**config.mk**
```make
export PLATFORM = sky130hd
export DESIGN_NAME = mcpf_setmod
export DESIGN_NICKNAME = d
export VERILOG_FILES = /design/src/hdl/mcpf_setmod.sv
export SDC_FILE = /design/constraint.sdc
export NUM_CORES = 1
export LEC_CHECK = 0
export ABC_AREA = 1
export BUFFER_PORTS_ARGS = -buffer_cell sky130_fd_sc_hd__clkbuf_2
export CORE_AREA = 2 2 39 41
export DETAILED_ROUTE_END_ITERATION = 7
export DIE_AREA = 0 0 41 43
export GPL_TIMING_DRIVEN = 0
export PLACE_DENSITY = 0.76
export REMOVE_ABC_BUFFERS = 1
export SYNTH_ARGS = -nofsm -noshare
export SYNTH_HDL_FRONTEND = slang
export SYNTH_SLANG_ARGS = --single-unit
```
**constraint.sdc**
```tcl
create_clock -name aclk -period 0.8 [get_ports aclk]
set_input_delay 0.08 -clock aclk [delete_from_list [all_inputs] [get_ports aclk]]
set_output_delay 0.08 -clock aclk [all_outputs]
set_load 0.05 [all_outputs]
```
**src/hdl/mcpf_setmod.sv**
```systemverilog
// ----------------------------------------------------------------------------
// mcpf_setmod: set index from the folded key
// Reduces a 32-bit value modulo SETS; a mask for powers of two, otherwise a
// reciprocal multiply and one compare and subtract.
// ----------------------------------------------------------------------------
module mcpf_setmod #(
    parameter int SETS   = 1024,
    parameter int SIDX_W = 10
) (
    input  logic              aclk,
    input  logic              aresetn,
    input  logic              start,
    input  logic [31:0]       dividend,
    output logic              done,
    output logic [SIDX_W-1:0] set_idx
);

    generate
        if ((SETS & (SETS - 1)) == 0) begin : g_mask
            logic              done_reg;
            logic [SIDX_W-1:0] idx_reg;

            always_ff @(posedge aclk) begin
                if (!aresetn) begin
                    done_reg <= 1'b0;
                end else begin
                    done_reg <= start;
                end
            end

            always_ff @(posedge aclk) begin
                if (start) begin
                    idx_reg <= SIDX_W'(dividend & 32'(SETS - 1));
                end
            end

            assign done    = done_reg;
            assign set_idx = idx_reg;
        end else begin : g_recip
            // The reciprocal is rounded down, so the quotient estimate is the
            // true quotient or one less, and the first remainder is below
            // twice SETS. One compare and subtract then finishes the job.
            localparam logic [31:0] RECIP  = 32'((64'd1 << 32) / 64'(SETS));
            localparam logic [31:0] SETS_W = 32'(SETS);
            localparam int          RW     = SIDX_W + 1;

            logic              q_vld_reg;
            logic              r_vld_reg;
            logic              done_reg;
            logic [31:0]       num_reg;
            logic [31:0]       quo_reg;
            logic [RW-1:0]     rem_reg;
            logic [SIDX_W-1:0] idx_reg;
            logic [63:0]       prod;
            logic [31:0]       diff;

            assign prod = {32'h0, dividend} * {32'h0, RECIP};
            assign diff = num_reg - (quo_reg * SETS_W);

            always_ff @(posedge aclk) begin
                if (!aresetn) begin
                    q_vld_reg <= 1'b0;
                    r_vld_reg <= 1'b0;
                    done_reg  <= 1'b0;
                end else begin
                    q_vld_reg <= start;
                    r_vld_reg <= q_vld_reg;
                    done_reg  <= r_vld_reg;
                end
            end

            always_ff @(posedge aclk) begin
                if (start) begin
                    num_reg <= dividend;
                    quo_reg <= prod[63:32];
                end
                if (q_vld_reg) begin
                    rem_reg <= diff[RW-1:0];
                end
                if (r_vld_reg) begin
                    idx_reg <= (rem_reg >= RW'(SETS)) ? SIDX_W'(rem_reg - RW'(SETS))
                                                      : rem_reg[SIDX_W-1:0];
                end
            end

            assign done    = done_reg;
            assign set_idx = idx_reg;
        end
    endgenerate

endmodule

```
==> summary.md <==
| Metric | Value |
|---|---|
| Outcome | finished with violations |
| Failing checks | setup timing |
| YS warnings | 0 |
| Distinct cells, synth | 4 |
| IO Pins | 46 |
| Vias/cell | 4.015 |
| Global-route wire length before repair | 1145 um |
| Reg area | 321.6 sq um |
| Ant. Diodes | 0 |
| Area occupied by multi-input gates | 3.754 sq um |
| Layout cells sized above 1 | 54.00% |
| Drt pass-1 iters | 4 |
| Synth Flop Type | edfxtp_1 |
| DRC violation total after the first TritonRoute iteration | 8 |
| Via count | 265 |
| Setup Buffers After CTS | 0 |
| Nets@finish | 86 |
| Relative slew slack | 83.60% |
| Fill cells | 119 |
| Max Root-Sink Buffers | 2 |
| Die height | 43 um |
| VDD IR max | 808.9 uV |
| Placed Area | 462.9 sq um |
| Area of the core | 1384 sq um |
| Gpl congestion | 0.7054 |
| DP Worst Slack | 0.1079 ns |
| CTS sink cnt | 11 |
| CTS root buf | clkbuf_4 |
| Max reg flops | 10 |
| Top delay family on crit path | flip-flops |
| CP bufs+invs | 1 |
| CP arrival | 0.85 ns |
| Antenna Nets Post-Route | 0 |
| CP Capture Type | output pin |
| Share of the synthesized area in the top cell type | 91.60% |
| Initial antenna violation count | 0 |
| Top post-synthesis cells by count | edfxtp_1 (10), dfxtp_1 (1), inv_1 (1), nand2_1 (1) |
| Tightest Pin Transition | 0.2459 ns |
| Final WS setup | -0.1254 ns |
| Async SR Flop Fraction | 0% |
| Critical path fanouts, max | 1 |
| Worst path cell trace | clkbuf_8 |
| #FFs+latches synth | 11 |
| Worst Min Path Start | aresetn |
| Max_cap viols | 0 |
| Largest net degree at the start of global routing | 12 |
| Seq/Total Area, Yosys | 97.71% |
| Drt drc | 0 |
| Leakage power | 0.3030 nW |
| DIE AREA | 1763 sq um |
| CTS tree | done |
| Avg WL per Cell | 12.64 um |
| CTS buffer count | 3 |
| Pwr dens | 2027 nW/um^2 |
| Mean post-synth cell area | 25.22 sq um |
| Netlist Area Pre-Place | 327.8 sq um |
| Top-count cell post-synth | edfxtp_1 |
| Total wire length | 834 um |
| Row cnt | 14 |
| I/O Buffers | 23 |
| Clock-pin slew of the registers on the worst-case setup and hold paths | 0.07 ns |
| Number of global-route vias before repair | 278 |
| Power consumption | 1.402 mW |
| Initial Utilization | 23.69% |
| HP Class | in2reg |
| RSZ-0062 raised after global routing | true |
| Setup CP Type | reg2out |
| Area grow syn2layout | 111.1% |
| Synth Instances | 13 |
| Post-synth EDFFs | 10 |
| Synth top area cells | edfxtp_1 (92%), dfxtp_1 (6.1%), inv_1 (1.1%) |
| Critical Path RT | 0.72 ns |
| Die X-Extent | 41 um |
| Largest stage delay, worst path | 0.39 ns |
| Critical Path Source | set_idx[0]$_DFFE_PP_ |
| Crit path max-delay cell type | edfxtp_1 |
| Slew Limit Fails | 0 |
| Part of the cycle the worst path needs | 115.7% |
| Synth area leader | edfxtp_1 |
| Post-layout min period | 0.9254 ns |
| Design Area, Final | 691.9 sq um |
| GRT Overall Usage | 10.99% |
| H-Tree Depth | 1 |
| Final Hold Vio Count | 0 |
| Remaining global-route overflow | 0 |
| Final setup violation count | 11 |
| CP Launch Type | register |
| Fmax | 1.081 GHz |
## cells by family after synthesis
family / synth area share [%]
DFF: 97.71
buffers and inverters: 1.144
and+or+nand+nor: 1.144
## routing by layer
metal / vias up / wire length [um] / track usage [%]
met5: - / 0 / 0
met4: 0 / 0 / 10.00
met1: 114 / 292 / 11.07
li1: 121 / - / -
met2: 30 / 433 / 17.19
met3: 0 / 109 / 2.618
## cells in the final DEF (no fill, tap or decap)
master,count
buf_8,4
clkbuf_1,1
clkbuf_2,12
clkbuf_4,3
clkbuf_8,7
dfxtp_2,1
dlygate4sd3_1,10
edfxtp_1,10
inv_1,1
nand2_1,1
## layout make-up
type                            count  area share (%)
Clock buffer                        4           3.797
Inverter                            1          0.5425
Multi-Input combinational cell      1          0.5425
Sequential cell                    11           46.47
Tap cell                           16           2.893
Timing Repair Buffer               33           45.75
## path summary, 6_finish.rpt
path,cells past startpoint,end,slack [ns]
worst min-delay path,3,done$_SDFF_PN0_,0.02
worst max-delay path,1,set_idx[0],-0.13
## through the flow
stage	util [%]	std cells	hold slack, ns	TNS [ns]
2_1_floorplan	-	13	0.1735	0
3_3_place_gp	33.45	52	0.2580	0
3_5_place_dp	33.45	52	0.2586	0
4_1_cts	48.92	65	0.002659	-1.266
5_1_grt	50.00	66	0.01755	-1.516
6_report	50.00	66	0.01758	-1.109
## power breakdown
| group | switching [mW] | internal [mW] | total (mW) |
|---|---|---|---|
| Combinational | 0.194 | 0.151 | 0.345 |
| Clock | 0.166 | 0.192 | 0.358 |
| Sequential | 0.0223 | 0.677 | 0.699 |
## repair_timing
| item | CTS | global route |
|---|---|---|
| hold buffers | 9 | 1 |
| endpoints found under the setup margin | 11 | 11 |
| gates cloned | 0 | 0 |
| hold endpoints to repair | 9 | 1 |
| gates resized for setup | 23 | 4 |
No activity file was read; power rests on OpenSTA's default activity.
