## src/hdl/mcpf_pkg.sv

```systemverilog
// ----------------------------------------------------------------------------
// mcpf_pkg: shared types, constants and functions of the pair finder
// Holds the stored entry layout, the register indexes and reset values, and
// the nibble mask helpers used by the matcher and the top level.
// ----------------------------------------------------------------------------
package mcpf_pkg;

    // Width of the structure counter kept with every stored entry.
    localparam int EPOCH_W = 8;

    // Configuration register indexes.
    localparam int CFG_IDX_W = 2;
    localparam logic [CFG_IDX_W-1:0] CFG_GROUP_MASK  = 2'd0;
    localparam logic [CFG_IDX_W-1:0] CFG_PLAIN_MASK  = 2'd1;
    localparam logic [CFG_IDX_W-1:0] CFG_CIPHER_MASK = 2'd2;

    // Register reset values.
    localparam logic [15:0] GROUP_MASK_RST  = 16'h936C;
    localparam logic [15:0] PLAIN_MASK_RST  = 16'h4218;
    localparam logic [15:0] CIPHER_MASK_RST = 16'h6C93;

    // One stored pair together with its live marker.
    typedef struct packed {
        logic               valid;
        logic [EPOCH_W-1:0] epoch;
        logic [63:0]        plain;
        logic [63:0]        cipher;
    } entry_t;

    // Masks as seen by the matcher.
    typedef struct packed {
        logic [63:0] group_bits;
        logic [15:0] plain_nib;
        logic [15:0] cipher_nib;
    } masks_t;

    // Turn a nibble select mask into a bit mask.
    function automatic logic [63:0] nibble_expand(input logic [15:0] m);
        logic [63:0] r;
        r = '0;
        for (int i = 0; i < 16; i++) begin
            r[4*i +: 4] = {4{m[i]}};
        end
        return r;
    endfunction

    // True when every selected nibble of the two words differs.
    function automatic logic all_differ(input logic [63:0] x,
                                        input logic [63:0] y,
                                        input logic [15:0] m);
        logic [63:0] d;
        logic        ok;
        d  = x ^ y;
        ok = 1'b1;
        for (int i = 0; i < 16; i++) begin
            if (m[i] && (d[4*i +: 4] == 4'h0)) begin
                ok = 1'b0;
            end
        end
        return ok;
    endfunction

endpackage

```

## src/hdl/mcpf_match.sv

```systemverilog
// ----------------------------------------------------------------------------
// mcpf_match: shared pair comparator
// Decides whether one stored entry is live and whether it pairs with the
// new item; used once per way during the set scan.
// ----------------------------------------------------------------------------
module mcpf_match (
    input  mcpf_pkg::entry_t                entry,
    input  logic [mcpf_pkg::EPOCH_W-1:0]    epoch,
    input  logic [63:0]                     new_plain,
    input  logic [63:0]                     new_cipher,
    input  mcpf_pkg::masks_t                masks,
    output logic                            live,
    output logic                            hit
);

    logic group_eq;

    assign live     = entry.valid && (entry.epoch == epoch);
    assign group_eq = ((entry.cipher ^ new_cipher) & masks.group_bits) == 64'h0;
    assign hit      = live && group_eq
                   && mcpf_pkg::all_differ(entry.plain, new_plain, masks.plain_nib)
                   && mcpf_pkg::all_differ(entry.cipher, new_cipher, masks.cipher_nib);

endmodule

```

## config.mk

```make
export PLATFORM = sky130hd
export DESIGN_NAME = mcpf_match
export DESIGN_NICKNAME = d
export VERILOG_FILES = /design/src/hdl/mcpf_pkg.sv /design/src/hdl/mcpf_match.sv
export SDC_FILE = /design/constraint.sdc
export NUM_CORES = 1
export LEC_CHECK = 0
export BUFFER_PORTS_ARGS = -buffer_cell sky130_fd_sc_hd__buf_2
export CAP_MARGIN = 25
export CORE_AREA = 3 3 142 144
export DETAILED_ROUTE_END_ITERATION = 6
export DIE_AREA = 0 0 145 147
export GPL_ROUTABILITY_DRIVEN = 0
export SYNTH_ARGS = -nofsm -noshare
export SYNTH_HDL_FRONTEND = slang
export SYNTH_SLANG_ARGS = --single-unit
```

## constraint.sdc

```tcl
create_clock -name vclk -period 2.2
set_input_delay 0.33 -clock vclk [all_inputs]
set_output_delay 0.33 -clock vclk [all_outputs]
set_load 0.005 [all_outputs]
```

==> impl_metrics.py, run 1 <==
metrics = {
    "run_status": {
        "status": "finished, violations left",
        "violations": "setup timing",
    },
    "sta": {
        "maxSlewViolCount": 0,
        "fmax_mhz": 391.3,
        "fin_tns_setup_ps": -355.7,
        "max_slew_margin_pct": 56.52,
        "rsz0062_at_grt": "yes",
        "setup_violations": 1,
        "fin_crit_sh_pct": 116.2,
        "fin_ws_ps": -355.7,
        "worst_slew_pin_slew_ps": 646.2,
        "final_hold_viol_count": 0,
        "min_period_ps": 2556,
    },
    "floorplanning": {
        "core_area_um2": 18830,
        "placementRows": 50,
        "start_util_pct": 10.48,
        "die_w_um": 145,
        "die-area_um2": 21320,
        "die_h_um": 147,
        "io_pins": 371,
    },
    "clock_tree": {
        "cts_setup_buffers": 0,
        "hold_buffers": 0,
    },
    "power_and_ir_drop": {
        "ir_worst_vdd_v": 0.00007171,
        "cellLeakagePower_nw": 2.367,
        "power_density_nw_per_um2": 201.3,
    },
    "worst_setup_path": {
        "crit_arrival_ps": 2230,
        "end_kind": "output pin",
        "cp.required_ps": 1870,
        "cp_max_fo": 2,
        "worstSetupPathType": "in -> out",
        "startpoint_type": "primary input",
    },
    "global_routing": {
        "grt.overflow.total": 0,
        "grt_pass1_vias": 3752,
        "grt_pass1_wl_um": 21700,
        "grt_max_degree": 3,
        "grt_use_total_pct": 13.21,
        "antenna_found_initial": 2,
    },
    "yosys": {
        "yosysWarnings": 0,
        "netlist_top_cells_area": "xor2_1 49%, xnor2_1 12%, a22o_1 7.1%",
        "yosysTopAreaCell": "xor2_1",
        "synth_cell_types": 22,
        "yosysSeqAreaShare_pct": 0,
        "syn_area_um2": 1973,
        "synth.top_cell.area_share_pct": 48.83,
        "syn_area_per_cell_um2": 7.861,
        "syn_nets": 620,
        "synth_cells": 251,
    },
    "routing": {
        "drt_first_pass_iters": 4,
        "viasPerCell": 3.747,
        "drt-total-wl_um": 15490,
        "via_count": 3425,
        "wl_per_cell_um": 16.94,
        "drt-initial-drc-count": 70,
        "ant_nets": 0,
        "drc_errors": 0,
    },
    "cells_and_area": {
        "nets": 1023,
        "seq_cells": 0,
        "seq_area_um2": 0,
        "final_common_cell": "buf_2",
        "areaGrowthSynthToFinish_pct": 126.2,
        "clkbuf_count": 0,
        "layout-drive-gt1-share_pct": 64.26,
        "final_cell_mix": "371 x buf_2, 105 x xor2_1, 30 x buf_4",
    },
    "worst_hold_path": {
        "whs_path_depth": 5,
        "holdCritPathClass": "in -> out",
        "holdPathEnd": "live",
        "hp-start": "entry[136]",
    },
    "job": {
        "maxCapViolCount": 0,
    },
    "placed_design": {
        "pre_cts_ws_ps": -569.8,
        "dpl.hpwl_um": 14870,
        "numPortBuffers": 371,
    },
}
[cell usage after synthesis (all sizes together)]
library cell and count:
nand3 15, nor3 12, o2bb2a 1, a211oi 5
xnor2 26, nand2 7, o211a 1, a221oi 12
xor2 110, o22ai 1, nor4 20, nand4 9
or4 2, nor2b 3, nor2 2, a21oi 1
a22oi 3, a31oi 2, inv 3, a22o 16
[logic make-up after synthesis]
group	synth area share, %
buf+inv	0.5707
simple gates	19.78
xor+xnor	60.37
compound gates	19.28
[metal layers]
metal  up-vias  wire [um]  track usage, %  share of wire, %
li1       1733          -               -                 -
met1      1483       5884           14.94                38
met2       205       8267           25.89                53
met3         4       1256           3.331               8.1
met4         0         78           1.093              0.50
met5         -          0               0                 0
[layout make-up]
cell class         count  area, um^2
inverters              3       11.26
diodes                 2       5.005
well taps            260       325.3
fillers             2102       14370
multi-input cells    248        2039
repair buffers       401        2082
[report_power, final]
part	internal, mW	total [mW]	switching [mW]
sequential	0	0	0
clock	0.000000121	0.000000122	0
combinational	0.495	0.899	0.404
[timing repair]
item | 4_1_cts | 5_1_grt
setup endpoints to repair | 1 | 1
pin swaps | 2 | 0
cloned | 0 | 0
resized for setup | 9 | 3
[worst max-delay path, cell delays in order]
cell	delay (ps)
buf_2	100
xor2_1	170
a22o_1	240
a221oi_2	200
nand4_1	220
or4_4	530
nor4_2	270
buf_2	170
[worst max path at each step]
| stage | startpoint | cells past startpoint | slack [ps] | to |
|---|---|---|---|---|
| global placement | new_cipher[37] | 8 | -560 | hit |
| floorplan | new_cipher[40] | 6 | 120 | hit |
| detailed placement | new_cipher[37] | 8 | -570 | hit |
| finish | new_cipher[40] | 8 | -360 | hit |
| global route | new_cipher[37] | 8 | -440 | hit |
| CTS | new_cipher[36] | 8 | -420 | hit |
[per-stage QoR]
step	power (mW)	utilization (%)	std cells	area (um^2)	hold slack (ps)
finish	0.8985	23.70	914	4463	1112
global route	0.9898	23.69	913	4461	1172
CTS	0.9185	23.58	912	4441	1115
detailed placement	0.8983	23.26	912	4380	1111
global placement	0.8930	23.26	912	4380	1117
floorplan	0.3050	-	251	1973	757.3
(Power assumes the default switching activity.)
==> run 2, diff against run 1 <==
Settings changed: ABC_AREA set to 1, CORE_AREA 3 3 142 144 to 3 3 141 143, DIE_AREA 0 0 145 147 to 0 0 144 146.
==> run 2 against run 1 <==
- the flow now finishes without violations
- utilization is 5.5 points higher
- non-clock buffer count down 30
- power fell by 0.50%
- critical path depth up 5
- hold slack better by 61 ps
- first-iteration DRC count is 93% higher
- global-route usage increased by 0.98 points
- cell area grew 22%
- critical path type unchanged
- largest cell class is now multi-input combinational cells
- largest power group unchanged
==> impl_metrics.py, run 2 <==
metrics = {
    "routing": {
        "drt-total-wl_um": 16640,
        "drt-initial-drc-count": 135,
        "viasPerCell": 3.925,
        "wl_per_cell_um": 12.01,
        "via_count": 5440,
        "drc_errors": 0,
        "drt_first_pass_iters": 4,
        "ant_nets": 0,
    },
    "floorplanning": {
        "start_util_pct": 17.67,
        "placementRows": 50,
        "io_pins": 371,
        "die_h_um": 146,
        "die-area_um2": 21020,
        "core_area_um2": 18710,
        "die_w_um": 144,
    },
    "sta": {
        "fin_crit_sh_pct": 88.80,
        "fin_ws_ps": 246.4,
        "rsz0062_at_grt": "no",
        "fin_hold_ws_ps": 1173,
        "final_hold_viol_count": 0,
        "max_slew_margin_pct": 79.49,
        "worst_slew_pin_slew_ps": 306.5,
        "maxSlewViolCount": 0,
        "min_period_ps": 1954,
        "setup_violations": 0,
        "fin_tns_setup_ps": 0,
        "fmax_mhz": 511.9,
    },
    "worst_setup_path": {
        "cpMostUsedCell": "nand2_1",
        "cp.required_ps": 1870,
        "max_stage_delay_ps": 170,
        "cp-endpoint": "hit",
        "crit_chain": "buf_2, nand2_1, nand2_1, nand2_1, nand2_1, nor2_1, nand2_1, nor2_1, nand2_1, nor2_2, nand2_1, nor2_2, buf_2",
        "crit_path_start": "new_cipher[3]",
        "crit_arrival_ps": 1620,
        "worstSetupPathType": "in -> out",
        "end_kind": "output pin",
        "startpoint_type": "primary input",
        "slowest_stage": "nor2_1",
        "cp_max_fo": 2,
    },
    "global_routing": {
        "met3_usage_pct": 1.709,
        "grt_max_degree": 4,
        "busiest_layer": "met2",
        "grt_use_total_pct": 14.19,
        "met1_usage_pct": 15.00,
        "antenna_found_initial": 0,
        "grt_pass1_wl_um": 23890,
        "gr-usage-met2_pct": 29.86,
        "grt.overflow.total": 0,
        "grt_pass1_vias": 5126,
    },
    "yosys": {
        "synth.top_cell.area_share_pct": 37.94,
        "netlist_top_cells_area": "nand2_1 38%, inv_1 20%, nor2_1 13%",
        "yosysTopAreaCell": "nand2_1",
        "ys_top_cells_by_count": "334 x nand2_1, 173 x inv_1, 111 x nor2_1",
        "synth_cells": 781,
        "yosysMostFrequentCell": "nand2_1",
        "syn_area_um2": 3304,
        "synth_cell_types": 19,
        "syn_nets": 1150,
        "yosysSeqAreaShare_pct": 0,
        "yosysWarnings": 0,
        "syn_area_per_cell_um2": 4.231,
    },
    "cells_and_area": {
        "antenna-diode-count": 0,
        "seq_area_um2": 0,
        "layout-drive-gt1-share_pct": 32.81,
        "fin_area_um2": 5454,
        "fillerInstances": 2191,
        "final_common_cell": "buf_2",
        "clkbuf_count": 0,
        "areaGrowthSynthToFinish_pct": 65.05,
        "seq_cells": 0,
        "multi_input_area_um2": 2655,
        "nets": 1523,
        "final_cell_mix": "371 x buf_2, 334 x nand2_1, 173 x inv_1",
    },
    "power_and_ir_drop": {
        "power_density_nw_per_um2": 163.9,
        "ir_worst_vdd_v": 0.00005798,
        "cellLeakagePower_nw": 3.904,
    },
    "worst_hold_path": {
        "holdCritPathClass": "in -> out",
    },
    "placed_design": {
        "place_area_um2": 5454,
        "dpl.hpwl_um": 15980,
        "numPortBuffers": 371,
        "pre_cts_ws_ps": 120.8,
    },
    "job": {
        "maxCapViolCount": 0,
    },
    "clock_tree": {
        "cts-resized-gates": 0,
        "cts_setup_buffers": 0,
        "hold_buffers": 0,
    },
    "run_status": {
        "status": "complete, no violations",
    },
}
==> run 2: layout make-up <==
type                       instances  area share [%]
inverter                         173           11.91
tap                              234           5.368
multi-input combinational        608           48.68
timing repair buffer             371           34.04
==> run 2: worst min path at each step <==
stage	from	to	slack [ps]	depth (start not counted)
5_1_grt	entry[136]	live	1240	6
3_5_place_dp	entry[136]	live	1180	6
4_1_cts	entry[136]	live	1190	6
2_1_floorplan	entry[136]	live	900	4
6_report	entry[136]	live	1170	6
3_3_place_gp	entry[136]	live	1200	6
==> run 2: kinds of logic (layout without fill, tap and decap cells) <==
logic type | Yosys count | in the layout | synth area share [%]
xor gates and xnor gates | 33 | 33 | 8.746
buffers and inverters | 173 | 544 | 19.65
and+or+nand+nor | 550 | 550 | 67.70
AOI/OAI and AO/OA | 25 | 25 | 3.900
==> run 2: through the flow <==
stage | total power [mW] | utilization (%) | instances
floorplan | 0.4171 | - | 781
global route | 1.029 | 29.16 | 1386
global placement | 0.8915 | 29.16 | 1386
finish | 0.8941 | 29.16 | 1386
CTS | 0.9122 | 29.16 | 1386
detailed placement | 0.9079 | 29.16 | 1386
==> run 2: power breakdown <==
group          internal (mW)  switching, mW
sequential                 0              0
clock                      0              0
combinational          0.440          0.454
total                  0.440          0.454
==> run 2: routing by layer <==
layer / vias up / part of all wire (%)
li1: 3019 / -
met2: 232 / 54
met3: 8 / 7.7
met4: 0 / 1.0
met5: - / 0
met1: 2181 / 38
==> run 2: critical path: cells and delay by family <==
family | cells | cell delay (ps)
buffers and inverters | 2 | 230
AND/OR/NAND/NOR | 11 | 1070
